## src/ddpc_pkg.sv

```systemverilog
`timescale 1ns / 1ps
// Shared constants, types and helper functions for the differential-drive pose controller.
// No dependencies; every other file imports this package.
package ddpc_pkg;

  localparam int CORDIC_STAGES = 16;
  localparam int POSE_WIDTH    = 32;
  localparam int ATAN_LEN      = 24;
  localparam int CORDIC_ITERS  = (CORDIC_STAGES < ATAN_LEN) ? CORDIC_STAGES : ATAN_LEN;
  localparam int ITER_W        = $clog2(CORDIC_ITERS);

  localparam int MUL_W   = 33;
  localparam int PROD_W  = 2 * MUL_W;
  localparam int WIDE_W  = 67;
  localparam int DVD_W   = 62;
  localparam int DVS_W   = 38;
  localparam int DCNT_W  = $clog2(DVD_W);
  localparam int CS_W    = 33;
  localparam int ANG_W   = 32;
  localparam int IDX_W   = 3;

  localparam logic signed [33:0]      FULL_TURN    = 34'sd23592960;
  localparam logic signed [ANG_W-1:0] HALF_TURN    = 32'sd11796480;
  localparam logic signed [ANG_W-1:0] QUARTER_TURN = 32'sd5898240;
  localparam int CORDIC_GAIN = 652032874;
  localparam int PI_Q20      = 3294199;
  localparam int HEAD_SCALE  = 720;   // 180 degrees times the Q2.14 to Q16.16 factor of 4

  // one turn is 45 * 2^19 in Q16.16 degrees: reduce the upper part by 45 with a reciprocal
  localparam int RED_W       = 40;
  localparam int TURN_SHIFT  = 19;
  localparam int TURN_UNITS  = 45;
  localparam int RECIP_TURN  = 95443718;   // ceil(2^32 / 45)

  typedef enum logic [IDX_W-1:0] {
    REG_REF_X        = 3'd0,
    REG_REF_Y        = 3'd1,
    REG_REF_HEADING  = 3'd2,
    REG_WHEEL_BASE   = 3'd3,
    REG_WHEEL_RADIUS = 3'd4,
    REG_GAIN_X       = 3'd5,
    REG_GAIN_HEADING = 3'd6
  } cfg_reg_t;

  typedef enum logic [4:0] {
    ST_IDLE, ST_M_TRAV, ST_M_DIFF, ST_M_NUM, ST_M_DEN,
    ST_DIV1_GO, ST_DIV1_WAIT, ST_HEAD_RED, ST_HEAD_TAKE,
    ST_COS1_GO, ST_COS1_WAIT, ST_PX, ST_PY, ST_EX, ST_EY, ST_FWD,
    ST_V, ST_V_TAKE, ST_SIN2_GO, ST_SIN2_WAIT, ST_W, ST_LW, ST_LW_TAKE,
    ST_DIVR_GO, ST_DIVR_WAIT, ST_DIVL_WAIT
  } ctrl_state_t;

  // atan(2^-i) in Q16.16 degrees
  function automatic logic [21:0] atan_deg(input logic [4:0] i);
    logic [21:0] r;
    case (i)
      5'd0:  r = 22'd2949120;
      5'd1:  r = 22'd1740967;
      5'd2:  r = 22'd919879;
      5'd3:  r = 22'd466945;
      5'd4:  r = 22'd234379;
      5'd5:  r = 22'd117304;
      5'd6:  r = 22'd58666;
      5'd7:  r = 22'd29335;
      5'd8:  r = 22'd14668;
      5'd9:  r = 22'd7334;
      5'd10: r = 22'd3667;
      5'd11: r = 22'd1833;
      5'd12: r = 22'd917;
      5'd13: r = 22'd458;
      5'd14: r = 22'd229;
      5'd15: r = 22'd115;
      5'd16: r = 22'd57;
      5'd17: r = 22'd29;
      5'd18: r = 22'd14;
      5'd19: r = 22'd7;
      5'd20: r = 22'd4;
      5'd21: r = 22'd2;
      5'd22: r = 22'd1;
      default: r = 22'd0;
    endcase
    return r;
  endfunction

  function automatic logic signed [31:0] sat32(input logic signed [WIDE_W-1:0] v);
    logic [WIDE_W-32:0] hi;
    hi = v[WIDE_W-1:31];
    if ((&hi) || !(|hi)) return v[31:0];
    else if (v[WIDE_W-1]) return {1'b1, {31{1'b0}}};
    else return {1'b0, {31{1'b1}}};
  endfunction

  function automatic logic signed [POSE_WIDTH-1:0] sat_pose(input logic signed [WIDE_W-1:0] v);
    logic [WIDE_W-POSE_WIDTH:0] hi;
    hi = v[WIDE_W-1:POSE_WIDTH-1];
    if ((&hi) || !(|hi)) return v[POSE_WIDTH-1:0];
    else if (v[WIDE_W-1]) return {1'b1, {(POSE_WIDTH-1){1'b0}}};
    else return {1'b0, {(POSE_WIDTH-1){1'b1}}};
  endfunction

  // fold an angle within one and a half turns into [-180, 180) degrees
  function automatic logic signed [ANG_W-1:0] wrap_turn(input logic signed [33:0] s);
    logic signed [33:0] r;
    if (s >= 34'(HALF_TURN)) r = s - FULL_TURN;
    else if (s < -34'(HALF_TURN)) r = s + FULL_TURN;
    else r = s;
    return r[ANG_W-1:0];
  endfunction

endpackage

```

## src/ddpc_mul.sv

```systemverilog
`timescale 1ns / 1ps
// Shared signed multiplier with a registered product.
// Depends on ddpc_pkg.
module ddpc_mul import ddpc_pkg::*; (
  input  logic                     clk,
  input  logic signed [MUL_W-1:0]  a,
  input  logic signed [MUL_W-1:0]  b,
  output logic signed [PROD_W-1:0] p_r
);

  always_ff @(posedge clk) begin
    p_r <= a * b;
  end

endmodule

```

## config.mk

```make
export PLATFORM = sky130hd
export DESIGN_NAME = ddpc_mul
export DESIGN_NICKNAME = d
export VERILOG_FILES = /design/src/ddpc_pkg.sv /design/src/ddpc_mul.sv
export SDC_FILE = /design/constraint.sdc
export NUM_CORES = 2
export LEC_CHECK = 0
export ABC_AREA = 1
export BUFFER_PORTS_ARGS = -buffer_cell sky130_fd_sc_hd__buf_2
export CORE_MARGIN = 5
export CORE_UTILIZATION = 55
export DETAILED_ROUTE_END_ITERATION = 10
export GPL_ROUTABILITY_DRIVEN = 0
export PLACE_DENSITY_LB_ADDON = 0.3
export SLEW_MARGIN = 20
export SYNTH_ARGS = -nofsm -noshare
export SYNTH_HDL_FRONTEND = slang
export SYNTH_SLANG_ARGS = --single-unit
```

## constraint.sdc

```tcl
create_clock -name clk -period 9.45 [get_ports clk]
set_input_delay 1.89 -clock clk [delete_from_list [all_inputs] [get_ports clk]]
set_output_delay 1.89 -clock clk [all_outputs]
set_load 0.005 [all_outputs]
```

* Word-level counts from Yosys, hierarchy flattened
Index checks and enable logic that the tools add are counted.
** Storage, ports and cells
- Register bits after elaboration :: 66
- Memory bits (writable) :: 0
- Memories kept :: 0
- Memory bits (read-only) :: 0
- Bits in latches :: 0
- Bits of input ports :: 67
- Logic and storage cells :: 2
** Cells by class
- Reduce and logical (&&, ||, !) cells :: 0
- Multiply operators :: 1
- Shift operators :: 0
- Eq/ne operators :: 0
- Add/subtract/negate cells :: 0
- Magnitude comparators :: 0
- Bitwise logic cells :: 0
- Div/mod/pow operators :: 0
- Mux-type cells :: 0
** Operators with widths (number)
- $mul 33x33->66 :: 1

* Logic depth before layout (Yosys ltp)
- Word-level depth :: 1
- Depth in mapped cells :: 34

* Worst setup path after synthesis
OpenSTA, ideal clock, no wires.
- Path type :: input to register
- From :: in a[32]
- To :: reg p_r[60]
- Cell stages on the path :: 23
- Setup time :: 0.113 ns
- Path buffers :: 2
- Setup slack :: 0.804 ns
- Arrival time :: 8.533 ns
- Required time :: 9.337 ns
- Cells stage by stage :: clkbuf_1 clkbuf_1 nand2_1 inv_1 fa_1 fa_1 fa_1 fa_1 inv_1 fa_1 fa_1 fa_1 fa_1 inv_1 ha_1 nand2_1 nor2_1 inv_1 nor3_1 nand2_1 and2_0 nand4_1 nand2_1
** On the way
- Cells in the longest elaborated chain, start to end :: 1
** Ends and longest elaborated chain
- start: declaration :: line ddpc_mul.sv:6 : input logic signed [MUL_W-1:0] a,
- $mul 33x33->66 :: line ddpc_mul.sv:12 : p_r <= a * b;
- end signal: assignment :: line ddpc_mul.sv:12
- end: declaration :: line ddpc_mul.sv:8 : output logic signed [PROD_W-1:0] p_r
Every way passes these cells.

* Worst setup path after layout
- From :: in b[10]
- To :: reg p_r[57]
** On the way
- Cells in the longest elaborated chain, start to end :: 1
** Ends and longest elaborated chain
- start: declaration :: line ddpc_mul.sv:7 : input logic signed [MUL_W-1:0] b,
- $mul 33x33->66 :: line ddpc_mul.sv:12
Every way passes these cells.

==> metrics.txt <==
Final min period 8.85 ns; register bank with the most flops p_r; crit-path max FO 19; die area ~0.084 sq mm; Port Buffers 132; clock-pin slew on the worst setup and hold paths 0.06 ns; ANT nets after route 0; Max Clk Rate ~110 MHz; Compound-Gate Fraction of Synth Area roughly 1.4%; nets@finish 6,942; Synth Area in Adders 59.4%; register area share after synthesis 3.06%; htree depth 3; critical path class in -> reg; ys flop type dfxtp_1; Reg area 0.00132 sq mm; Final Hold Viols 0; Setup TNS 0 ns; GR Overflow Total 0; post-DR vias/cell 5.09; xor/xnor cell area share of the yosys netlist 0.832%; Slew Viols, Final 0; I/O pin total 133; Req. time, crit path just under 10 ns; area delta synth->final 4.52%; hpwl dp 102,000 um; Iteration-0 DRC Markers between 2,000 and 3,000; max reg flops 66; Slowest cell on crit path fa_1; outcome completed; die height 290 um; vias in the first global route ~37,000; Syn. warnings 0; CP Cell Sequence buf_2, nand2_1, fa_1, fa_1, fa_1, inv_1, fa_1, fa_1, fa_1, fa_1, inv_1, fa_1, inv_1, ha_1, nand2_1, nor2_1, nand3_1, nor2_1, o21ai_0, nand4_1, nand2_1; DRC viols 0; die width ~290 um; Post-Synth Simple-Gate Area 16.6%; initial antenna violation count 4; post-cts sizing count 0; Crit. End Element flip-flop; RSZ-0062 raised after global routing false; clk root buf clkbuf_16; vias 33,400; min-delay worst type in -> reg; Final period util between 90% and 100%; crit-path max cell delay 0.74 ns; Largest regs p_r: 66 flops; global-route wire length before repair between 150,000 and 200,000 um; Hold Startpoint b[0]; fin worst setup slack 0.596 ns; post-synthesis mux area share 0%; Routed WL about 120,000 um; CP Launch Type input pin; Slew HR 38.8%; critical path startpoint b[10]; post-CTS setup buffer count 0; multi-input logic area 0.0338 sq mm; CTS Buf Count 9; Max clock buf depth 2; Syn Inst Count 5,543; ratio of cells with drive above 1 in the final layout roughly 5.4%; DRT Pass-1 Iters 7; Mapped Area 0.0432 sq mm; average size of a mapped cell 7.79 sq um; row count 102; Core ar. 0.0776 sq mm; final number of setup-violating endpoints 0; flip-flop and latch count after synthesis 66; maximum number of pins on one net before global-route repair 34; CTS tree yes; post-place setup slack 0.303 ns; wire per inst 18.1 um; CTS Sinks 66; CP most frequent cell fa_1; Initial Util 55.6%; fill count 7,163; Slew @ Worst Pin 0.917 ns; Post-synth EDFFs 0; Hold Slack 2.25 ns; # hold bufs at CTS 0; Async SR Flop Fraction 0%; GRT Resource Usage Total 29.2%; Yosys cell types 35; Synth Net Count 6,972; largest family of logic cells by synthesized area adder cells; Critical Path AT 9.09 ns; max_cap viols 0
-- kinds of logic after synthesis --
| kind of cell | count (synthesis) |
|---|---|
| xor+xnor | 41 |
| compound gates | 106 |
| flops | 66 |
| fa+ha+maj | 1362 |
| buf+inv | 2158 |
| simple gates | 1810 |
-- final cells by class --
| class | count | area share (%) |
|---|---|---|
| clock inverters | 6 | 0.0887 |
| well taps | 1040 | 2.88 |
| clock buffers | 10 | 0.530 |
| diodes | 3 | 0.0166 |
| flip-flops and latches | 66 | 2.93 |
| inverters | 1895 | 15.8 |
| repair buffers | 222 | 2.99 |
| multi-input cells | 3319 | 74.8 |
-- per-layer routing --
layer / routed length (um) / GRT usage [%] / up-vias
li1: - / - / 14900
met4: 6480 / 12.6 / 2
met1: 45300 / 36.8 / 16600
met5: 13 / 0 / -
met2: 58300 / 50.6 / 1469
met3: 8750 / 3.97 / 381
-- Yosys cell counts (2+ instances only) --
cell type     n  area share (%)
o21ai_1       3           0.035
nor2_2       20            0.29
fa_1       1145              53
nand3_1      70            0.81
and2_1        2           0.029
ha_1        217             6.3
nor4_1        4           0.058
xnor2_1       4           0.081
nand3_2       8            0.19
nor3_1        7           0.081
a21o_1        2           0.035
clkbuf_1    262             2.3
xor2_1       37            0.75
a21oi_2       4           0.081
dfxtp_1      66             3.1
nand2_1    1517              13
or2_2         5           0.072
nand2_2      17            0.25
nor2_4        3           0.078
o21bai_1     14            0.24
nand3b_1      3           0.052
nor2_1      131             1.1
a21oi_1      61            0.71
o21ai_0      19            0.22
inv_1      1894              16
nand4_1      19            0.28
-- cell usage in the layout, fill, tap and decap left out, types with 2 or more instances in the layout --
| cell type | instances |
|---|---|
| nor3_1 | 7 |
| ha_1 | 217 |
| buf_2 | 132 |
| or2_2 | 5 |
| and2_1 | 2 |
| nand4_1 | 19 |
| clkbuf_16 | 9 |
| nor2_1 | 131 |
| nand2_1 | 1517 |
| xnor2_1 | 4 |
| o21ai_1 | 3 |
| clkinv_2 | 3 |
| nand3_1 | 70 |
| inv_6 | 2 |
| buf_4 | 89 |
| nand2_2 | 17 |
| nand3_2 | 8 |
| nor4_1 | 4 |
| nand3b_1 | 3 |
| dfxtp_1 | 66 |
| nor2_2 | 20 |
| a21o_1 | 2 |
| fa_1 | 1144 |
| xor2_1 | 37 |
| o21ai_0 | 19 |
| a21oi_1 | 61 |
| nor2_4 | 3 |
| a21oi_2 | 4 |
| o21bai_1 | 14 |
| inv_1 | 1894 |
| diode_2 | 3 |
-- metrics by stage --
step	instance area, sq um	utilization, %	cells
floorplan	43200	-	5543
global placement	44800	57.8	6542
detailed placement	44800	57.8	6542
CTS	45100	58.1	6558
global route	45100	58.1	6558
finish	45100	58.2	6561
-- path summary, 6_finish.rpt --
path	endpoint	slack [ns]	cells after the start
max	p_r[57]$_DFF_P_	0.60	21
min	p_r[0]$_DFF_P_	2.25	4
-- critical path, delay by kind of cell --
kind	cells	cell delay (ns)
buffers and inverters	4	1.02
adders and majority gates	9	4.75
AOI/OAI and AO/OA	1	0.20
and+or+nand+nor	7	1.22
Power is not shown: default switching activity piles up to over one toggle a cycle in this logic, so the estimate is an artifact.
