$ cat src/ddpc_pkg.sv
`timescale 1ns / 1ps
// Shared constants, types and helper functions for the differential-drive pose controller.
// No dependencies; every other file imports this package.
package ddpc_pkg;

  localparam int CORDIC_STAGES = 16;
  localparam int POSE_WIDTH    = 32;
  localparam int ATAN_LEN      = 24;
  localparam int CORDIC_ITERS  = (CORDIC_STAGES < ATAN_LEN) ? CORDIC_STAGES : ATAN_LEN;
  localparam int ITER_W        = $clog2(CORDIC_ITERS);

  localparam int MUL_W   = 33;
  localparam int PROD_W  = 2 * MUL_W;
  localparam int WIDE_W  = 67;
  localparam int DVD_W   = 62;
  localparam int DVS_W   = 38;
  localparam int DCNT_W  = $clog2(DVD_W);
  localparam int CS_W    = 33;
  localparam int ANG_W   = 32;
  localparam int IDX_W   = 3;

  localparam logic signed [33:0]      FULL_TURN    = 34'sd23592960;
  localparam logic signed [ANG_W-1:0] HALF_TURN    = 32'sd11796480;
  localparam logic signed [ANG_W-1:0] QUARTER_TURN = 32'sd5898240;
  localparam int CORDIC_GAIN = 652032874;
  localparam int PI_Q20      = 3294199;
  localparam int HEAD_SCALE  = 720;   // 180 degrees times the Q2.14 to Q16.16 factor of 4

  // one turn is 45 * 2^19 in Q16.16 degrees: reduce the upper part by 45 with a reciprocal
  localparam int RED_W       = 40;
  localparam int TURN_SHIFT  = 19;
  localparam int TURN_UNITS  = 45;
  localparam int RECIP_TURN  = 95443718;   // ceil(2^32 / 45)

  typedef enum logic [IDX_W-1:0] {
    REG_REF_X        = 3'd0,
    REG_REF_Y        = 3'd1,
    REG_REF_HEADING  = 3'd2,
    REG_WHEEL_BASE   = 3'd3,
    REG_WHEEL_RADIUS = 3'd4,
    REG_GAIN_X       = 3'd5,
    REG_GAIN_HEADING = 3'd6
  } cfg_reg_t;

  typedef enum logic [4:0] {
    ST_IDLE, ST_M_TRAV, ST_M_DIFF, ST_M_NUM, ST_M_DEN,
    ST_DIV1_GO, ST_DIV1_WAIT, ST_HEAD_RED, ST_HEAD_TAKE,
    ST_COS1_GO, ST_COS1_WAIT, ST_PX, ST_PY, ST_EX, ST_EY, ST_FWD,
    ST_V, ST_V_TAKE, ST_SIN2_GO, ST_SIN2_WAIT, ST_W, ST_LW, ST_LW_TAKE,
    ST_DIVR_GO, ST_DIVR_WAIT, ST_DIVL_WAIT
  } ctrl_state_t;

  // atan(2^-i) in Q16.16 degrees
  function automatic logic [21:0] atan_deg(input logic [4:0] i);
    logic [21:0] r;
    case (i)
      5'd0:  r = 22'd2949120;
      5'd1:  r = 22'd1740967;
      5'd2:  r = 22'd919879;
      5'd3:  r = 22'd466945;
      5'd4:  r = 22'd234379;
      5'd5:  r = 22'd117304;
      5'd6:  r = 22'd58666;
      5'd7:  r = 22'd29335;
      5'd8:  r = 22'd14668;
      5'd9:  r = 22'd7334;
      5'd10: r = 22'd3667;
      5'd11: r = 22'd1833;
      5'd12: r = 22'd917;
      5'd13: r = 22'd458;
      5'd14: r = 22'd229;
      5'd15: r = 22'd115;
      5'd16: r = 22'd57;
      5'd17: r = 22'd29;
      5'd18: r = 22'd14;
      5'd19: r = 22'd7;
      5'd20: r = 22'd4;
      5'd21: r = 22'd2;
      5'd22: r = 22'd1;
      default: r = 22'd0;
    endcase
    return r;
  endfunction

  function automatic logic signed [31:0] sat32(input logic signed [WIDE_W-1:0] v);
    logic [WIDE_W-32:0] hi;
    hi = v[WIDE_W-1:31];
    if ((&hi) || !(|hi)) return v[31:0];
    else if (v[WIDE_W-1]) return {1'b1, {31{1'b0}}};
    else return {1'b0, {31{1'b1}}};
  endfunction

  function automatic logic signed [POSE_WIDTH-1:0] sat_pose(input logic signed [WIDE_W-1:0] v);
    logic [WIDE_W-POSE_WIDTH:0] hi;
    hi = v[WIDE_W-1:POSE_WIDTH-1];
    if ((&hi) || !(|hi)) return v[POSE_WIDTH-1:0];
    else if (v[WIDE_W-1]) return {1'b1, {(POSE_WIDTH-1){1'b0}}};
    else return {1'b0, {(POSE_WIDTH-1){1'b1}}};
  endfunction

  // fold an angle within one and a half turns into [-180, 180) degrees
  function automatic logic signed [ANG_W-1:0] wrap_turn(input logic signed [33:0] s);
    logic signed [33:0] r;
    if (s >= 34'(HALF_TURN)) r = s - FULL_TURN;
    else if (s < -34'(HALF_TURN)) r = s + FULL_TURN;
    else r = s;
    return r[ANG_W-1:0];
  endfunction

endpackage

$ cat src/ddpc_div.sv
`timescale 1ns / 1ps
// Unsigned restoring divider, one quotient bit per cycle while busy.
// Depends on ddpc_pkg.
module ddpc_div import ddpc_pkg::*; (
  input  logic             clk,
  input  logic             rst_n,
  input  logic             start,
  input  logic [DVD_W-1:0] dividend,
  input  logic [DVS_W-1:0] divisor,
  output logic             busy,
  output logic [DVD_W-1:0] quotient
);

  logic              busy_r;
  logic [DCNT_W-1:0] cnt_r;
  logic [DVD_W-1:0]  quo_r;
  logic [DVS_W-1:0]  rem_r;
  logic [DVS_W-1:0]  dvs_r;
  logic [DVS_W:0]    shifted;
  logic [DVS_W:0]    trial;
  logic              fits;

  assign shifted = {rem_r, quo_r[DVD_W-1]};
  assign trial   = shifted - {1'b0, dvs_r};
  assign fits    = shifted >= {1'b0, dvs_r};

  always_ff @(posedge clk) begin
    if (!rst_n) begin
      busy_r <= 1'b0;
      cnt_r  <= '0;
    end else if (start) begin
      busy_r <= 1'b1;
      cnt_r  <= '0;
    end else if (busy_r) begin
      cnt_r <= cnt_r + 1'b1;
      if (cnt_r == DCNT_W'(DVD_W - 1)) busy_r <= 1'b0;
    end
  end

  always_ff @(posedge clk) begin
    if (start) begin
      quo_r <= dividend;
      rem_r <= '0;
      dvs_r <= divisor;
    end else if (busy_r) begin
      quo_r <= {quo_r[DVD_W-2:0], fits};
      rem_r <= fits ? trial[DVS_W-1:0] : shifted[DVS_W-1:0];
    end
  end

  assign busy     = busy_r;
  assign quotient = quo_r;

endmodule

$ cat config.mk
export PLATFORM = sky130hd
export DESIGN_NAME = ddpc_div
export DESIGN_NICKNAME = d
export VERILOG_FILES = /design/src/ddpc_pkg.sv /design/src/ddpc_div.sv
export SDC_FILE = /design/constraint.sdc
export NUM_CORES = 1
export LEC_CHECK = 0
export ABC_AREA = 1
export BUFFER_PORTS_ARGS = -buffer_cell sky130_fd_sc_hd__buf_4
export CAP_MARGIN = 10
export CORE_ASPECT_RATIO = 0.5
export CORE_MARGIN = 10
export CORE_UTILIZATION = 40
export CTS_CLUSTER_DIAMETER = 120
export DETAILED_ROUTE_END_ITERATION = 8
export SLEW_MARGIN = 10
export SYNTH_ARGS = -nofsm -noshare
export SYNTH_HDL_FRONTEND = slang
export SYNTH_SLANG_ARGS = --single-unit
export TNS_END_PERCENT = 30
$ cat constraint.sdc
create_clock -name clk -period 3.7 [get_ports clk]
set_input_delay 0 -clock clk [delete_from_list [all_inputs] [get_ports clk]]
set_output_delay 0 -clock clk [all_outputs]
set_load 0.03 [all_outputs]
# == After elaboration in Yosys (flattened, before gate mapping) ==
# Index checks and enable logic that the tools add are counted.
# classes
n_addsub,2
order_cmp,1
eq_ne,1
n_mux,6
bitwise_logic,1
reduce_logical,2
# op_table
operator,count
two-way mux 62 bit,2
>= comparator 39 x 38 -> 1 bit,1
two-way mux 38 bit,1
subtractor 38 bit,1
"adder 6 x 1 -> 6 bit, second input constant",1
"== test 6 bit, second input constant",1
two-way mux 1 bit,3
nonzero test 2 bit,1
OR reduction 2 bit,1
NOT 1 bit,1
# totals
regBits,145
inputBits,103
out_inout_bits,63
wordCells,18

# == Depth between registers and ports, before layout ==
# Gate-level depths: netlist of the first run.
# depth
depth_word,4
depth_mapped,19
ltp_nobuf,18

# == Least setup slack after synthesis of the first run ==
# OpenSTA, ideal clock, no wires.
# synth_path
kind,register to register
from,register busy_r (netlist: busy)
to,register quo_r[0] (netlist: quotient[0]) (enable)
setup_time_ns,0.449
arrival_ns,2.892
t_required_ns,3.251
slack_ns,0.360
stages_incl_launch_ff,5
n_path_buf,2
period_less_slack_ns,3.340
cell_sequence,dfxtp_1 -> clkbuf_1 -> nor2_1 -> inv_1 -> clkbuf_1
# synth_between
elab_chain_len,1
# synth_lines
item,line,text
"start, declared",ddpc_div.sv:14,logic busy_r;
"start signal, assigned",ddpc_div.sv:29,busy_r <= 1'b0;
"start signal, assigned",ddpc_div.sv:32,busy_r <= 1'b1;
"start signal, assigned",ddpc_div.sv:36,if (cnt_r == DCNT_W'(DVD_W - 1)) busy_r <= 1'b0;
nonzero test 2 bit (no line),n/a,
"end signal, assigned",ddpc_div.sv:42,quo_r <= dividend;
"end signal, assigned",ddpc_div.sv:46,"quo_r <= {quo_r[DVD_W-2:0], fits};"
"end, declared",ddpc_div.sv:16,logic [DVD_W-1:0] quo_r;
# No other way between the ends.
# A chain may end at the register's enable or synchronous reset.

# == Final worst setup path of the first run ==
# layout_path
from,register dvs_r[29]
to,"register quo_r[0] (netlist: quotient[0]), data pin"
# layout_between
elab_chain_len,3
# layout_lines
item,line,text
"start, declared",ddpc_div.sv:18,logic [DVS_W-1:0] dvs_r;
"start signal, assigned",ddpc_div.sv:44,dvs_r <= divisor;
>= comparator 39 x 38 -> 1 bit,ddpc_div.sv:25,"assign fits = shifted >= {1'b0, dvs_r};"
two-way mux 62 bit,ddpc_div.sv:45,end else if (busy_r) begin
two-way mux 62 bit,ddpc_div.sv:41,if (start) begin
# No other way between the ends. The select of a mux whose other input is x is not followed.

==> impl_metrics.env, run 1 <==
export IMPL_yosysWarningCount=0
export IMPL_drv_cap=0
export IMPL_drt_iter0_markers=620
export IMPL_area_growth_pct=34.67
export IMPL_setup_viol=0
export IMPL_arrival_ps=2910
export IMPL_worst_slack_ps=925.1
export IMPL_path_clk_slew_ps=70
export IMPL_initial_utilization_pct=41.06
export IMPL_min_path_type="in2reg"
export IMPL_synth_nets=1377
export IMPL_cp_cell_sequence="inv_1 -> ha_1 -> nand2_2 -> inv_1 -> a21oi_1 -> nand2_1 -> a21oi_2 -> nand2_2 -> nand2_2 -> buf_12 -> a31oi_1"
export IMPL_root_buffer="clkbuf_16"
export IMPL_cts_tree="built"
export IMPL_antenna_found_initial=1
export IMPL_fmax_ghz=0.3604
export IMPL_synth_area_per_cell_um2=7.283
export IMPL_grt_use_total_pct=19.77
export IMPL_slew_headroom_pct=22.83
export IMPL_final_cell_mix="nand2_1, inv_1, buf_4, nand3_1, dlygate4sd3_1"
export IMPL_hold_viol_final=0
export IMPL_core_area_um2=21870
export IMPL_die_area_um2=29210
export IMPL_netlist_area_um2=8980
export IMPL_netlist_instances=1233
export IMPL_status="finished clean"
export IMPL_final_setup_tns_ps=0
export IMPL_cts_repair_resized=0
export IMPL_grt_overflow=0
export IMPL_fin_nets=1637
export IMPL_rsz0062_at_grt="no"
export IMPL_cp_max_fo=25
export IMPL_cts_sinks=145
export IMPL_dp_hpwl_um=21120
export IMPL_critPathLaunchType="flop"
export IMPL_die_h_um=125.9
export IMPL_htreeDepth=4
export IMPL_grt_pass1_vias=8541
export IMPL_r2r_setup_slack_ps=930
export IMPL_vias=8684
export IMPL_gp_congestion=0.9364
export IMPL_worst_setup_path_end_kind="flop"
export IMPL_post_route_util_pct=55.29
export IMPL_hold_buffers=102
export IMPL_mostFrequentLayoutCell="nand2_1"
export IMPL_min_period_ps=2775
export IMPL_drcViolationCount=0
export IMPL_grt_max_degree=74
export IMPL_vias_per_cell=4.806
export IMPL_synthDistinctLibCells=39
export IMPL_clock_latency_ps=450
export IMPL_critPathBufInv=3
export IMPL_crit_top_cell="nand2_2"
export IMPL_ys_seq_area_share_pct=43.47
export IMPL_clockBufferDepth=2
export IMPL_fin_worst_hold_slack_ps=269.1
export IMPL_drv_slew=0
export IMPL_dp_cells=1672
export IMPL_finalClockSkew_ps=12.31
export IMPL_worst_pin_slew_ps=1158
export IMPL_dpl_worst_slack_ps=954.1
export IMPL_cts_buffers=17
export IMPL_wirelength_um=28620
export IMPL_slowest_delay_ps=500
export IMPL_powerDensity_nw_per_um2=367.2
export IMPL_cp_slowest_cell="nand2_2"
export IMPL_worstPathRequired_ps=3840
export IMPL_nFillCells=2052
export IMPL_io_pins=166
export IMPL_crit_family="simple AND/OR/NAND/NOR gates"
export IMPL_stdcell_count=1807
export IMPL_critPathKind="reg2reg"
export IMPL_port_buffers=165
export IMPL_drtAntennaViolNets=0
export IMPL_grt_pass1_wl_um=46010
export IMPL_wl_per_cell_um=15.84
export IMPL_die_width_um=231.9
export IMPL_ir_worst_vdd_v=0.0002539
export IMPL_drive_gt1_share_pct=16.33
export IMPL_ys_seq_elements=145
export IMPL_rows=38
export IMPL_dr_pass1_iters=5
export IMPL_p_leak_uw=0.006164
export IMPL_fin_crit_sh_pct=75.00
export IMPL_post_cts_setup_buffers=0
synthesized netlist by cell type, drive strengths merged:
cell type,count,area [µm²]
nor3,14,75.07
fa,1,20.02
clkbuf,20,75.07
nor2,76,297.8
buf,14,112.6
o21bai,5,37.54
o21ai,33,165.2
nand3b,12,112.6
xor2,2,17.52
nand3,112,580.6
or2,1,6.260
o211a,1,10.01
nand2,497,1911
nor4,2,12.51
o21a,1,7.510
nand4,7,43.79
inv,194,728.2
a31oi,1,6.260
dfxtp,45,900.9
a21oi,33,168.9
a211oi,1,7.510
ha,40,500.5
edfxtp,100,3003
nor3b,3,22.52
xnor2,18,157.7
kinds of logic (layout without fill, tap and decap cells):
group	after synthesis	count (layout)	synth area share, %
and+or+nand+nor	724	724	34.09
buffers and inverters	228	501	10.20
DFF	145	145	43.47
AOI/OAI and AO/OA	75	75	4.487
adders and majority gates	41	41	5.796
xor gates and xnor gates	20	20	1.951
other	0	1	0
layout make-up:
class                   instances  area, µm²  share of cell area [%]
repair buffers                275       2332                   19.29
clock buffers                  22      485.5                   4.015
multi-input cells             860       4165                   34.44
well taps                     300      375.4                   3.104
diodes                          1      2.502                 0.02069
inverters                     194      728.2                   6.022
clock inverters                10      100.1                  0.8277
flip-flops and latches        145       3904                   32.28
power breakdown:
group	leakage (µW)	internal, µW	switching (µW)
combinational	0.00451	330	470
sequential	0.00137	1870	55.0
clock	0.000287	1010	712
total	0.00616	3200	1240
flip-flops by register name (all words and copies together) (netlist names):
name	cells
cnt_r	6
rem_r	38
busy	1
quotient	62
dvs_r	38
per-layer routing:
layer | global-route usage, % | vias to the layer above | part of all wire (%)
met5 | 0 | - | 0
met4 | 5.655 | 0 | 1.4
met3 | 5.894 | 27 | 6.5
met2 | 31.37 | 203 | 46
met1 | 25.63 | 4046 | 47
li1 | - | 4408 | -
final timing paths:
| check | from | endpoint | cells after the start |
|---|---|---|---|
| worst max-delay path | dvs_r[29] | quotient[0] | 11 |
| worst min-delay path | divisor[37] | dvs_r[37] | 2 |
| worst max register to register | dvs_r[29] | quotient[0] | 11 |
| worst min register to register | rem_r[33] | rem_r[33] | 2 |
stage by stage:
step,cell area (µm²),total power [µW]
after floorplan,8980,2358
after global placement,10480,2657
after detailed placement,10480,2664
after CTS,12090,4492
after global routing,12090,4631
final,12090,4440
No activity file was read; power rests on OpenSTA's default activity.
==> run 2, diff against run 1 <==
==> constraint.sdc (replaced) <==
create_clock -name clk -period 2.74 [get_ports clk]
set_input_delay 0 -clock clk [delete_from_list [all_inputs] [get_ports clk]]
set_output_delay 0 -clock clk [all_outputs]
set_load 0.03 [all_outputs]
==> run 2 against run 1 <==
Net effect:
- die area stayed put
- cell area is 0.87% higher
- utilization is 0.48 points higher
- highest routed layer unchanged
==> impl_metrics.env, run 2 (synthesis results as in run 1) <==
export IMPL_vias_per_cell=4.774
export IMPL_fin_nets=1641
export IMPL_fin_worst_hold_slack_ps=260.6
export IMPL_clock_latency_ps=450
export IMPL_finalClockSkew_ps=13.53
export IMPL_fmax_ghz=0.4055
export IMPL_port_buffers=165
export IMPL_io_pins=166
export IMPL_arrival_ps=2800
export IMPL_final_cell_mix="nand2_1, inv_1, buf_4, nand3_1, dlygate4sd3_1"
export IMPL_wl_per_cell_um=15.55
export IMPL_worst_setup_path_end_kind="flop"
export IMPL_cp_max_fo=39
export IMPL_dp_hpwl_um=21120
export IMPL_grt_max_degree=77
export IMPL_grt_pass1_vias=8590
export IMPL_fin_crit_sh_pct=90.01
export IMPL_dr_pass1_iters=7
export IMPL_root_buffer="clkbuf_16"
export IMPL_antenna_found_initial=0
export IMPL_powerDensity_nw_per_um2=505.9
export IMPL_grt_most_used_layer="met2"
export IMPL_path_clk_slew_ps=70
export IMPL_hold_buffers=102
export IMPL_die_h_um=125.9
export IMPL_rows=38
export IMPL_drv_slew=0
export IMPL_clockBufferDepth=2
export IMPL_grt_pass1_wl_um=45430
export IMPL_drcViolationCount=0
export IMPL_drt_iter0_markers=612
export IMPL_drtAntennaViolNets=0
export IMPL_critPathKind="reg2reg"
export IMPL_status="finished clean"
export IMPL_initial_utilization_pct=41.06
export IMPL_ir_worst_vdd_v=0.0004805
export IMPL_gp_congestion=0.9568
export IMPL_min_path_type="in2reg"
export IMPL_mostFrequentLayoutCell="nand2_1"
export IMPL_rsz0062_at_grt="no"
export IMPL_grt_overflow=0
export IMPL_post_cts_setup_buffers=0
export IMPL_nFillCells=2083
export IMPL_critPathLaunchType="flop"
export IMPL_core_area_um2=21870
export IMPL_cts_repair_resized=0
export IMPL_multi_input_area_um2=4163
export IMPL_n_antenna_cell=0
export IMPL_worstPathRequired_ps=3080
export IMPL_die_width_um=231.9
export IMPL_cts_tree="built"
export IMPL_vias=8641
export IMPL_drv_cap=0
export IMPL_cts_sinks=145
export IMPL_grtUsageMet2_pct=30.65
export IMPL_hold_viol_final=0
export IMPL_grt_use_met3_pct=5.468
export IMPL_area_growth_pct=35.84
export IMPL_die_area_um2=29210
export IMPL_cts_buffers=17
export IMPL_largest_reg_flops=62
export IMPL_ff_latch_area_um2=3904
export IMPL_min_period_ps=2466
export IMPL_worst_pin_slew_ps=846.3
export IMPL_p_leak_uw=0.006222
export IMPL_grt_use_met1_pct=25.83
export IMPL_grt_use_total_pct=19.46
export IMPL_slew_headroom_pct=43.58
export IMPL_wirelength_um=28140
export IMPL_setup_viol=0
export IMPL_post_route_util_pct=55.77
export IMPL_drive_gt1_share_pct=16.56
export IMPL_htreeDepth=4
export IMPL_final_setup_tns_ps=0
[run 2: cell types whose count changed in the layout (fill, tap and decap cells not counted), sizes merged]
cell      delta
bufinv       +2
clkbuf       -4
clkinvlp     -1
clkinv       +1
buf          +4
inv          +2
diode        -1
[run 2: worst paths after layout]
kind                    start         to  slack [ps]  cells after the start
setup / recovery    dvs_r[29]  rem_r[19]         270                     13
hold / removal    divisor[27]  dvs_r[27]         260                      2
setup reg to reg    dvs_r[29]  rem_r[19]         270                     13
hold reg to reg     rem_r[34]  rem_r[34]         470                      2
[run 2: power breakdown]
part,internal [µW],total (µW),switching [µW]
clock,1470,2490,1020
combinational,453,1080,632
sequential,2520,2600,79.5
[run 2: routing by layer]
metal / wire length, µm / vias up
met3: 1837 / 20
met2: 12620 / 220
met1: 13360 / 3984
li1: - / 4417
met5: 0 / -
met4: 316 / 0
[run 2: layout make-up]
type / count / share of cell area [%]
sequential: 145 / 32.00
clock buffer: 18 / 3.600
clock inverter: 14 / 1.446
timing repair buffer: 279 / 19.78
inverter: 194 / 5.970
multi-input combinational: 860 / 34.13
tap: 300 / 3.077
[run 2: critical path, stage by stage, from the launching register on]
cell and delay (ps):
edfxtp_1 380, inv_1 80, ha_1 280, nand2_2 190, inv_1 60, a21oi_1 290
nand2_1 140, a21oi_2 170, nand2_2 100, nand2_2 90, buf_12 240, nand3_1 130
nand3_1 100, o21ai_0 80
[run 2: stage by stage]
step | power, µW | setup WS, ps | std cells | cell area (µm²)
6_report | 6171 | 273.7 | 1810 | 12200
5_1_grt | 6431 | 97.37 | 1810 | 12200
4_1_cts | 6226 | 298.1 | 1810 | 12200
3_5_place_dp | 3616 | 306.4 | 1676 | 10560
3_3_place_gp | 3608 | 335.6 | 1676 | 10560
2_1_floorplan | 3183 | 397.8 | 1233 | 8981
