File: config.mk
export PLATFORM = sky130hd
export DESIGN_NAME = ddpc_cordic
export DESIGN_NICKNAME = d
export VERILOG_FILES = /design/src/ddpc_pkg.sv /design/src/ddpc_cordic.sv
export SDC_FILE = /design/constraint.sdc
export NUM_CORES = 1
export LEC_CHECK = 0
export BUFFER_PORTS_ARGS = -buffer_cell sky130_fd_sc_hd__buf_2
export CORE_UTILIZATION = 30
export DETAILED_ROUTE_END_ITERATION = 7
export GPL_ROUTABILITY_DRIVEN = 0
export SYNTH_ARGS = -nofsm -noshare
export SYNTH_HDL_FRONTEND = slang
export SYNTH_SLANG_ARGS = --single-unit
File: constraint.sdc
create_clock -name clk -period 6.8 [get_ports clk]
set_input_delay 1.36 -clock clk [delete_from_list [all_inputs] [get_ports clk]]
set_output_delay 1.36 -clock clk [all_outputs]
set_load 0.02 [all_outputs]
File: src/ddpc_pkg.sv
`timescale 1ns / 1ps
// Shared constants, types and helper functions for the differential-drive pose controller.
// No dependencies; every other file imports this package.
package ddpc_pkg;

  localparam int CORDIC_STAGES = 16;
  localparam int POSE_WIDTH    = 32;
  localparam int ATAN_LEN      = 24;
  localparam int CORDIC_ITERS  = (CORDIC_STAGES < ATAN_LEN) ? CORDIC_STAGES : ATAN_LEN;
  localparam int ITER_W        = $clog2(CORDIC_ITERS);

  localparam int MUL_W   = 33;
  localparam int PROD_W  = 2 * MUL_W;
  localparam int WIDE_W  = 67;
  localparam int DVD_W   = 62;
  localparam int DVS_W   = 38;
  localparam int DCNT_W  = $clog2(DVD_W);
  localparam int CS_W    = 33;
  localparam int ANG_W   = 32;
  localparam int IDX_W   = 3;

  localparam logic signed [33:0]      FULL_TURN    = 34'sd23592960;
  localparam logic signed [ANG_W-1:0] HALF_TURN    = 32'sd11796480;
  localparam logic signed [ANG_W-1:0] QUARTER_TURN = 32'sd5898240;
  localparam int CORDIC_GAIN = 652032874;
  localparam int PI_Q20      = 3294199;
  localparam int HEAD_SCALE  = 720;   // 180 degrees times the Q2.14 to Q16.16 factor of 4

  // one turn is 45 * 2^19 in Q16.16 degrees: reduce the upper part by 45 with a reciprocal
  localparam int RED_W       = 40;
  localparam int TURN_SHIFT  = 19;
  localparam int TURN_UNITS  = 45;
  localparam int RECIP_TURN  = 95443718;   // ceil(2^32 / 45)

  typedef enum logic [IDX_W-1:0] {
    REG_REF_X        = 3'd0,
    REG_REF_Y        = 3'd1,
    REG_REF_HEADING  = 3'd2,
    REG_WHEEL_BASE   = 3'd3,
    REG_WHEEL_RADIUS = 3'd4,
    REG_GAIN_X       = 3'd5,
    REG_GAIN_HEADING = 3'd6
  } cfg_reg_t;

  typedef enum logic [4:0] {
    ST_IDLE, ST_M_TRAV, ST_M_DIFF, ST_M_NUM, ST_M_DEN,
    ST_DIV1_GO, ST_DIV1_WAIT, ST_HEAD_RED, ST_HEAD_TAKE,
    ST_COS1_GO, ST_COS1_WAIT, ST_PX, ST_PY, ST_EX, ST_EY, ST_FWD,
    ST_V, ST_V_TAKE, ST_SIN2_GO, ST_SIN2_WAIT, ST_W, ST_LW, ST_LW_TAKE,
    ST_DIVR_GO, ST_DIVR_WAIT, ST_DIVL_WAIT
  } ctrl_state_t;

  // atan(2^-i) in Q16.16 degrees
  function automatic logic [21:0] atan_deg(input logic [4:0] i);
    logic [21:0] r;
    case (i)
      5'd0:  r = 22'd2949120;
      5'd1:  r = 22'd1740967;
      5'd2:  r = 22'd919879;
      5'd3:  r = 22'd466945;
      5'd4:  r = 22'd234379;
      5'd5:  r = 22'd117304;
      5'd6:  r = 22'd58666;
      5'd7:  r = 22'd29335;
      5'd8:  r = 22'd14668;
      5'd9:  r = 22'd7334;
      5'd10: r = 22'd3667;
      5'd11: r = 22'd1833;
      5'd12: r = 22'd917;
      5'd13: r = 22'd458;
      5'd14: r = 22'd229;
      5'd15: r = 22'd115;
      5'd16: r = 22'd57;
      5'd17: r = 22'd29;
      5'd18: r = 22'd14;
      5'd19: r = 22'd7;
      5'd20: r = 22'd4;
      5'd21: r = 22'd2;
      5'd22: r = 22'd1;
      default: r = 22'd0;
    endcase
    return r;
  endfunction

  function automatic logic signed [31:0] sat32(input logic signed [WIDE_W-1:0] v);
    logic [WIDE_W-32:0] hi;
    hi = v[WIDE_W-1:31];
    if ((&hi) || !(|hi)) return v[31:0];
    else if (v[WIDE_W-1]) return {1'b1, {31{1'b0}}};
    else return {1'b0, {31{1'b1}}};
  endfunction

  function automatic logic signed [POSE_WIDTH-1:0] sat_pose(input logic signed [WIDE_W-1:0] v);
    logic [WIDE_W-POSE_WIDTH:0] hi;
    hi = v[WIDE_W-1:POSE_WIDTH-1];
    if ((&hi) || !(|hi)) return v[POSE_WIDTH-1:0];
    else if (v[WIDE_W-1]) return {1'b1, {(POSE_WIDTH-1){1'b0}}};
    else return {1'b0, {(POSE_WIDTH-1){1'b1}}};
  endfunction

  // fold an angle within one and a half turns into [-180, 180) degrees
  function automatic logic signed [ANG_W-1:0] wrap_turn(input logic signed [33:0] s);
    logic signed [33:0] r;
    if (s >= 34'(HALF_TURN)) r = s - FULL_TURN;
    else if (s < -34'(HALF_TURN)) r = s + FULL_TURN;
    else r = s;
    return r[ANG_W-1:0];
  endfunction

endpackage

File: src/ddpc_cordic.sv
`timescale 1ns / 1ps
// Iterative rotation CORDIC: cosine and sine in Q30 of a Q16.16 degree angle.
// Depends on ddpc_pkg (stage count, arctangent table, gain).
module ddpc_cordic import ddpc_pkg::*; (
  input  logic                    clk,
  input  logic                    rst_n,
  input  logic                    start,
  input  logic signed [ANG_W-1:0] angle,
  output logic                    busy,
  output logic signed [CS_W-1:0]  cos_q,
  output logic signed [CS_W-1:0]  sin_q
);

  logic                    busy_r;
  logic [ITER_W-1:0]       iter_r;
  logic signed [CS_W-1:0]  x_r, y_r;
  logic signed [ANG_W-1:0] z_r;
  logic                    flip_r;
  logic signed [ANG_W-1:0] z_init;
  logic                    flip_init;
  logic signed [CS_W-1:0]  x_sh, y_sh;
  logic signed [ANG_W-1:0] step_ang;

  // fold into [-90, 90] with a sign flip on the result
  always_comb begin
    if (angle > QUARTER_TURN) begin
      z_init    = angle - HALF_TURN;
      flip_init = 1'b1;
    end else if (angle < -QUARTER_TURN) begin
      z_init    = angle + HALF_TURN;
      flip_init = 1'b1;
    end else begin
      z_init    = angle;
      flip_init = 1'b0;
    end
  end

  assign x_sh     = x_r >>> iter_r;
  assign y_sh     = y_r >>> iter_r;
  assign step_ang = ANG_W'(atan_deg(5'(iter_r)));

  always_ff @(posedge clk) begin
    if (!rst_n) begin
      busy_r <= 1'b0;
      iter_r <= '0;
    end else if (start) begin
      busy_r <= 1'b1;
      iter_r <= '0;
    end else if (busy_r) begin
      iter_r <= iter_r + 1'b1;
      if (iter_r == ITER_W'(CORDIC_ITERS - 1)) busy_r <= 1'b0;
    end
  end

  always_ff @(posedge clk) begin
    if (start) begin
      x_r    <= CS_W'(CORDIC_GAIN);
      y_r    <= '0;
      z_r    <= z_init;
      flip_r <= flip_init;
    end else if (busy_r) begin
      if (z_r >= 0) begin
        x_r <= x_r - y_sh;
        y_r <= y_r + x_sh;
        z_r <= z_r - step_ang;
      end else begin
        x_r <= x_r + y_sh;
        y_r <= y_r - x_sh;
        z_r <= z_r + step_ang;
      end
    end
  end

  assign busy  = busy_r;
  assign cos_q = flip_r ? -x_r : x_r;
  assign sin_q = flip_r ? -y_r : y_r;

endmodule

# After elaboration in Yosys (flattened, before gate mapping)
# Memory sizes are Yosys's and may differ from the RTL's. A register that Yosys moved wholly into a read port is not among the register bits.
# Index checks and enable logic that the tools add are counted.
# classes
addsub	11
order_cmp	3
eq_ne	1
shifts	2
muxes	15
bitwise	1
reduce_logical	2
# op_table
cell	count
$mux 32	5
$mux 33	4
$add 33x33->33	2
$neg 33->33	2
$sshr 33x4->33	2
$sub 33x33->33	2
$add 32x23->32	1
$add 32x25->32 const B	1
$ge 32x1->1 const B	1
$gt 32x24->1 const B	1
$lt 32x24->1 const B	1
$sub 32x23->32	1
$sub 32x25->32 const B	1
$mux 4	2
$add 4x1->4 const B	1
$eq 4x4->1 const B	1
$mux 1	4
$reduce_bool 2->1	1
$reduce_or 2->1	1
$not 1->1	1
# totals
register_bits	104
romBits	352
inputBits	35
memories	1
# memory_table
memory	words	width	rd	rd_ports_with_merged_regs	write_ports	line	source
(name not given)	16	22	1	1	0	ddpc_pkg.sv:56	case (i)

# Depth between registers and ports, before layout
# Gate-level depths: netlist of the first run.
# logic_depth
depth_word	4
ltp_mapped	29
mapped_depth_nobuf	24

# Worst setup path after synthesis of the first run
# No wires, ideal clock.
# synth_path
path_kind	flip-flop to flip-flop
startpoint	register iter_r[1]
endpoint	register x_r[31]
arrival_ps	5381
t_required_ps	6738
slack_ps	1356
path_stages_with_launch	29
n_path_buf	4
cell_sequence	dfxtp_1 buf_6 buf_12 buf_12 buf_2 mux4_2 mux2_2 mux2i_2 ha_1 nand2_1 a211o_1 o32a_1 nor2_1 nand2_1 nor2_1 nand2_1 nand2_1 xnor2_1 ha_1 and4_1 nand2_1 nor3b_1 o21ai_0 a31oi_1 o2111ai_1 a31oi_1 a21oi_1 or4b_2 nand3_1
# synth_between
elab_chain_len	3
# synth_lines
item	line	source
start: declaration	ddpc_cordic.sv:15	logic [ITER_W-1:0] iter_r;
start signal: assignment	ddpc_cordic.sv:50	iter_r <= iter_r + 1'b1;
$sshr 33x4->33 (*)	ddpc_cordic.sv:39	assign y_sh = y_r >>> iter_r;
$add 33x33->33 / $sub 33x33->33 (equally long branches)	ddpc_cordic.sv:67, ddpc_cordic.sv:63	
$mux 33 (*)	ddpc_cordic.sv:62	if (z_r >= 0) begin
end signal: assignment	ddpc_cordic.sv:57	x_r <= CS_W'(CORDIC_GAIN);
end signal: assignment	ddpc_cordic.sv:63	x_r <= x_r - y_sh;
end signal: assignment	ddpc_cordic.sv:67	x_r <= x_r + y_sh;
end: declaration	ddpc_cordic.sv:16	logic signed [CS_W-1:0] x_r, y_r;
# Mark *: on every way between the ends. The rest lies on a longest branch, timed or not.
# A chain may end at the register's enable or synchronous reset.

# Final worst setup path of the first run
# Ends and elaborated chain as after synthesis.

==> run_results.csv, run 1 <==
group,metric,value,unit
setup_path,slowest_stage,"dfxtp_4",
synth,syn_inst,2078,
floorplan,ios,102,
pwr,p_per_area,532.8,mW/mm^2
final_layout,drive_gt1_share,13.91,%
timing,tightest_slew,1.046,ns
clock_network,cts_sinks,126,
worst_hold_path,hp-class,"reg2reg",
setup_path,cp-start-kind,"register",
timing,period_minus_slack,6.167,ns
synth,synthFlopType,"dfxtp_1",
timing,postLayoutSetupSlackWorst,0.6327,ns
final_layout,syn_to_final_growth,10.06,%
pwr,vdd_ir_drop_max,0.0002381,V
run_status,run_status,"complete, no violations",
synth,synth_edf_count,33,
timing,slew_violations,0,
detailed_routing,drtIter0Drc,1254,
setup_path,critPathRequiredTime,7.19,ns
clock_network,cts_root_buf,"clkbuf_16",
floorplan,die_w,237.6,um
final_layout,fill_cells,5763,
setup_path,path_class,"reg2reg",
floorplan,initial_utilization,30.30,%
grt,antenna_found_initial,0,
synth,synth_top_area_share,11.18,%
clock_network,ctsHoldBuffers,0,
clock_network,cts_tree,"yes",
synth,synth.top_cells.by_count,"nand2_1 (254), o21ai_0 (172), nor2_1 (155)",
floorplan,die-area,0.05648,mm^2
synth,yosys.cell_count.top_type,"nand2_1",
final_layout,finalNetCount,2244,
timing,setup_tns,0,ns
synth,synth_area,0.01666,mm^2
clock_network,post_cts_buffers,0,
grt,grt-ovfl-total,0,
clock_network,cts_resized,0,
detailed_routing,vias,15910,
timing,final-hold-violation-count,0,
pwr,p_leak,0.007403,uW
synth,yosysSeqAreaShare,17.12,%
detailed_routing,firstDrtPassIters,7,
clock_network,h-tree-depth,4,
timing,hold_ws,0.5180,ns
synth,async_flop_share,0,%
final_layout,seq_area,0.002864,mm^2
timing,setup_viol,0,
floorplan,coreArea,0.05499,mm^2
setup_path,cp_num_buf_inv,0,
setup_path,path_cells,"mux4_2 -> mux2_2 -> mux2i_2 -> ha_1 -> nand2_1 -> a211o_1 -> o32a_1 -> nor2_1 -> nand2_1 -> nor2_1 -> nand2_1 -> nand2_1 -> xnor2_1 -> ha_1 -> and4_1 -> nand2_1 -> nor3b_1 -> o21ai_0 -> a31oi_1 -> o2111ai_1 -> a31oi_1 -> a21oi_1 -> or4b_2 -> nand3_1",
final_layout,multiInputGateArea,0.01295,mm^2
detailed_routing,ant_nets,0,
grt,grt_pass1_vias,15130,
placement,numPortBuffers,101,
detailed_routing,vias_per_cell,5.576,
timing,finalCritPeriodShare,90.70,%
grt,grt_pass1_wl,80.13,mm
detailed_routing,finalWirelength,49.98,mm
synth,synth_top_cell_by_area,"dfxtp_1",
timing,fmax,0.1621,GHz
timing,relSlewSlack,29.80,%
setup_path,crit_arrival,6.56,ns
floorplan,die_h,237.6,um
placement,dpl.hpwl,37.75,mm
synth,synth_cell_types,92,
placement,pre_cts_slack,0.6286,ns
synth,synthesis.nets,2229,
clock_network,clkLatencyLatePin,0.46,ns
floorplan,row_count,86,
grt,grt_max_degree,83,
detailed_routing,drc,0,
setup_path,crit_top_cell,"nand2_1",
synth,yosysWarnings,0,
detailed_routing,wl_per_cell,17.51,um
flow_run,cap_violations,0,
clock_network,cts_made_buffers,17,
setup_path,critPathTopFamily,"simple AND/OR/NAND/NOR gates",
timing,fin_skew,0.01300,ns
synth,avgSynthCellArea,8.017,um^2
setup_path,worstPathMaxFanout,38,
synth,synth.area.top_cells,"dfxtp_1 (11%), mux4_2 (9.6%), ha_1 (8.5%)",
setup_path,cpPeakStageDelay,0.71,ns
synth,ys_seq_elements,126,
setup_path,critPathCaptureType,"register",
final_layout,diodes,0,
clock_network,clkSlewWorstSetupHoldPaths,0.06,ns
timing,grt_setup_unrepaired,"false",
clock_network,clockBufferDepth,2,
grt,grt_usage,17.66,%
final cells by class:
cell class                 instances  area share, %
clock buffer                      23          2.668
clock inverter                     9         0.7166
inverter                          57          1.167
multi-input combinational       1758          70.64
sequential                       126          15.62
tap                              748          5.105
timing repair buffer             133          4.081
registers in the layout (all words and copies together), names as in the netlist:
name,cells
busy,1
x_r,33
y_r,33
iter_r,4
step_ang,22
flip_r,1
z_r,32
metal layers:
metal	vias up	routed length (um)	track usage, %
met2	547	23390	29.51
met3	91	2788	2.961
li1	7645	-	-
met1	7631	22110	22.44
met5	-	0	0
met4	0	1686	7.292
worst min-delay path: stages (launching register included):
cell	delay, ns
dfxtp_1	0.33
nor2_1	0.09
a211oi_1	0.05
worst paths after layout:
check             slack [ns]                    to  cells past startpoint              startpoint
setup / recovery        0.63  x_r[31]$_SDFFE_PP0P_                     24  iter_r[1]$_SDFFE_PP0P_
hold / removal          0.52   x_r[0]$_SDFFE_PP0P_                      2     x_r[0]$_SDFFE_PP0P_
setup reg to reg        0.63  x_r[31]$_SDFFE_PP0P_                     24  iter_r[1]$_SDFFE_PP0P_
hold reg to reg         0.52   x_r[0]$_SDFFE_PP0P_                      2     x_r[0]$_SDFFE_PP0P_
stage by stage:
| stage | instance area (um^2) | total power, uW | std cells | util [%] |
|---|---|---|---|---|
| 5_1_grt | 18330 | 10680 | 2854 | 33.34 |
| 4_1_cts | 18330 | 9750 | 2854 | 33.34 |
| 2_1_floorplan | 16660 | 7092 | 2078 | - |
| 3_3_place_gp | 17710 | 8590 | 2822 | 32.21 |
| 6_report | 18330 | 9769 | 2854 | 33.34 |
| 3_5_place_dp | 17710 | 8703 | 2822 | 32.21 |
report_power, final:
group / internal [uW] / switching, uW / total (uW)
clock: 617 / 375 / 991
sequential: 1050 / 511 / 1560
combinational: 3130 / 4090 / 7220
total: 4790 / 4980 / 9770
cells by family (layout without fill, tap and decap cells):
kind of cell | after synthesis | after routing | synth area share [%]
multiplexers | 178 | 178 | 16.23
XOR/XNOR | 235 | 235 | 12.36
buffers and inverters | 194 | 222 | 5.137
AND/OR/NAND/NOR | 656 | 656 | 18.69
flip-flops | 126 | 126 | 17.12
AO/OA/AOI/OAI | 573 | 573 | 21.62
adder cells (fa/ha/maj) | 116 | 116 | 8.848
layout by cell type (no fill, tap or decap), types with 25 or more instances in the layout:
master	instances
buf_2	100
mux4_2	71
edfxtp_1	33
o31ai_1	33
dfxtp_1	88
mux2i_1	82
nor3_1	28
a21oi_1	139
ha_1	113
nand3_1	34
nand2b_1	25
nor2_1	155
buf_4	33
inv_1	54
a21o_1	54
xor2_1	81
nand2_1	254
o21ai_0	172
xnor2_1	154
No activity file was read; power rests on OpenSTA's default activity.
==> run 2: changes to the inputs <==
Settings changed: GPL_ROUTABILITY_DRIVEN 0 to not set, PLACE_DENSITY set to 0.43.
==> run_results.csv, run 2 (synthesis results as in run 1) <==
group,metric,value,unit
run_status,run_status,"finished with violations",
run_status,violations,"DRC",
setup_path,r2r_start,"iter_r[1]$_SDFFE_PP0P_",
final_layout,syn_to_final_growth,10.46,%
clock_network,cts_root_buf,"clkbuf_16",
timing,slew_violations,0,
final_layout,seq_area,0.002869,mm^2
grt,grt-ovfl-total,0,
setup_path,crit_top_cell,"nand2_1",
clock_network,cts_made_buffers,17,
clock_network,cts_sinks,126,
grt,grt_max_degree,70,
detailed_routing,vias_per_cell,5.427,
timing,fmax,0.1617,GHz
placement,dpl.hpwl,42.46,mm
final_layout,fill_cells,5846,
final_layout,reg_top3,"x_r: 33 flops, y_r: 33 flops, z_r: 32 flops",
detailed_routing,finalWirelength,54.30,mm
pwr,p_total,9836,uW
floorplan,initial_utilization,30.30,%
detailed_routing,firstDrtPassIters,7,
clock_network,h-tree-depth,4,
final_layout,drive_gt1_share,14.45,%
grt,grt_pass1_vias,15150,
detailed_routing,vias,15550,
timing,tightest_slew,1.012,ns
clock_network,clkLatencyLatePin,0.46,ns
setup_path,crit_arrival,6.59,ns
detailed_routing,wl_per_cell,18.95,um
timing,relSlewSlack,32.07,%
final_layout,diodes,0,
timing,final-hold-violation-count,0,
setup_path,worstPathMaxFanout,35,
timing,setup_viol,0,
floorplan,die_w,237.6,um
floorplan,row_count,86,
floorplan,ios,102,
timing,setup_tns,0,ns
setup_path,critPathRequiredTime,7.20,ns
final_layout,finalNetCount,2255,
setup_path,cp-start-kind,"register",
final_layout,multiInputGateArea,0.01295,mm^2
floorplan,coreArea,0.05499,mm^2
pwr,vdd_ir_drop_max,0.0002291,V
grt,antenna_found_initial,1,
setup_path,cp-startpoint,"iter_r[1]$_SDFFE_PP0P_",
worst_hold_path,min-delay-start,"x_r[0]$_SDFFE_PP0P_",
timing,finalCritPeriodShare,90.97,%
timing,fin_skew,0.01528,ns
floorplan,die_h,237.6,um
placement,gp_congestion,0.8830,
grt,grt_pass1_wl,85.89,mm
clock_network,ctsHoldBuffers,0,
timing,grt_setup_unrepaired,"false",
placement,numPortBuffers,101,
final_layout,mostFrequentLayoutCell,"nand2_1",
setup_path,critPathCaptureType,"register",
detailed_routing,drc,1,
setup_path,slowest_stage,"dfxtp_4",
flow_run,cap_violations,0,
timing,period_minus_slack,6.186,ns
clock_network,clkSlewWorstSetupHoldPaths,0.06,ns
final_layout,final_cell_mix,"nand2_1 (254), o21ai_0 (172), nor2_1 (154), xnor2_1 (154), a21oi_1 (139)",
detailed_routing,ant_nets,0,
detailed_routing,drtIter0Drc,753,
worst_hold_path,hp-class,"reg2reg",
setup_path,path_cells,"mux4_2 -> mux2_2 -> mux2i_2 -> ha_1 -> nand2_1 -> a211o_1 -> o32a_1 -> nor2_1 -> nand2_1 -> nor2_1 -> nand2_1 -> nand2_1 -> xnor2_1 -> ha_1 -> and4_1 -> nand2_1 -> nor3b_1 -> o21ai_0 -> a31oi_1 -> o2111ai_1 -> a31oi_1 -> a21oi_1 -> or4b_2 -> nand3_1",
pwr,p_leak,0.007436,uW
clock_network,clockBufferDepth,2,
clock_network,cts_tree,"yes",
setup_path,cpPeakStageDelay,0.69,ns
clock_network,cts_resized,0,
pwr,p_per_area,534.5,mW/mm^2
grt,grt_usage,19.35,%
floorplan,die-area,0.05648,mm^2
setup_path,path_class,"reg2reg",
clock_network,post_cts_buffers,0,
run 2: changes by cell type in the layout (fill, tap and decap cells not counted), sizes merged:
cell,change
buf,+11
clkbuf,-4
clkinvlp,+3
inv,+1
run 2: layer usage:
metal	share of wire (%)	GRT usage (%)	routed length (um)
met5	0.020	0	11
met4	2.7	6.334	1460
met3	3.4	2.776	1833
met2	50	34.54	27260
met1	44	23.70	23740
run 2: area by class of cell:
type,count,area share (%)
well taps,748,5.086
clock inverters,13,0.9043
multi-input cells,1758,70.39
flip-flops and latches,126,15.59
repair buffers,144,4.515
clock buffers,19,2.353
inverters,57,1.163
run 2: worst paths after layout:
kind / end / slack, ns / cells past startpoint
hold / removal: x_r[0]$_SDFFE_PP0P_ / 0.52 / 2
setup reg to reg: x_r[31]$_SDFFE_PP0P_ / 0.61 / 24
hold reg to reg: x_r[0]$_SDFFE_PP0P_ / 0.52 / 2
setup / recovery: x_r[31]$_SDFFE_PP0P_ / 0.61 / 24
run 2: through the flow:
step | util, % | setup WS, ns | hold WS, ns | cell area (um^2) | cells
4_1_cts | 33.47 | 0.6691 | 0.5296 | 18400 | 2865
3_5_place_dp | 32.38 | 0.6977 | 0.5214 | 17800 | 2833
2_1_floorplan | - | 1.356 | 0.4781 | 16660 | 2078
5_1_grt | 33.47 | 0.1250 | 0.5574 | 18400 | 2865
3_3_place_gp | 32.38 | 0.8385 | 0.5130 | 17800 | 2833
6_report | 33.47 | 0.6143 | 0.5211 | 18400 | 2865
run 2: report_power, final:
part	leakage [uW]	internal, uW	switching [uW]
registers	0.00110	1050	492
logic	0.00605	3160	4170
clock network	0.000284	577	390
total	0.00744	4790	5050
run 2: critical path: cells and delay by family (launching register included):
| family | cells | cell delay [ns] |
|---|---|---|
| AO/OA/AOI/OAI | 7 | 1.55 |
| AND/OR/NAND/NOR | 11 | 2.04 |
| XOR/XNOR | 1 | 0.07 |
| adder cells (fa/ha/maj) | 2 | 0.61 |
| flip-flops | 1 | 0.69 |
| multiplexers | 3 | 1.14 |
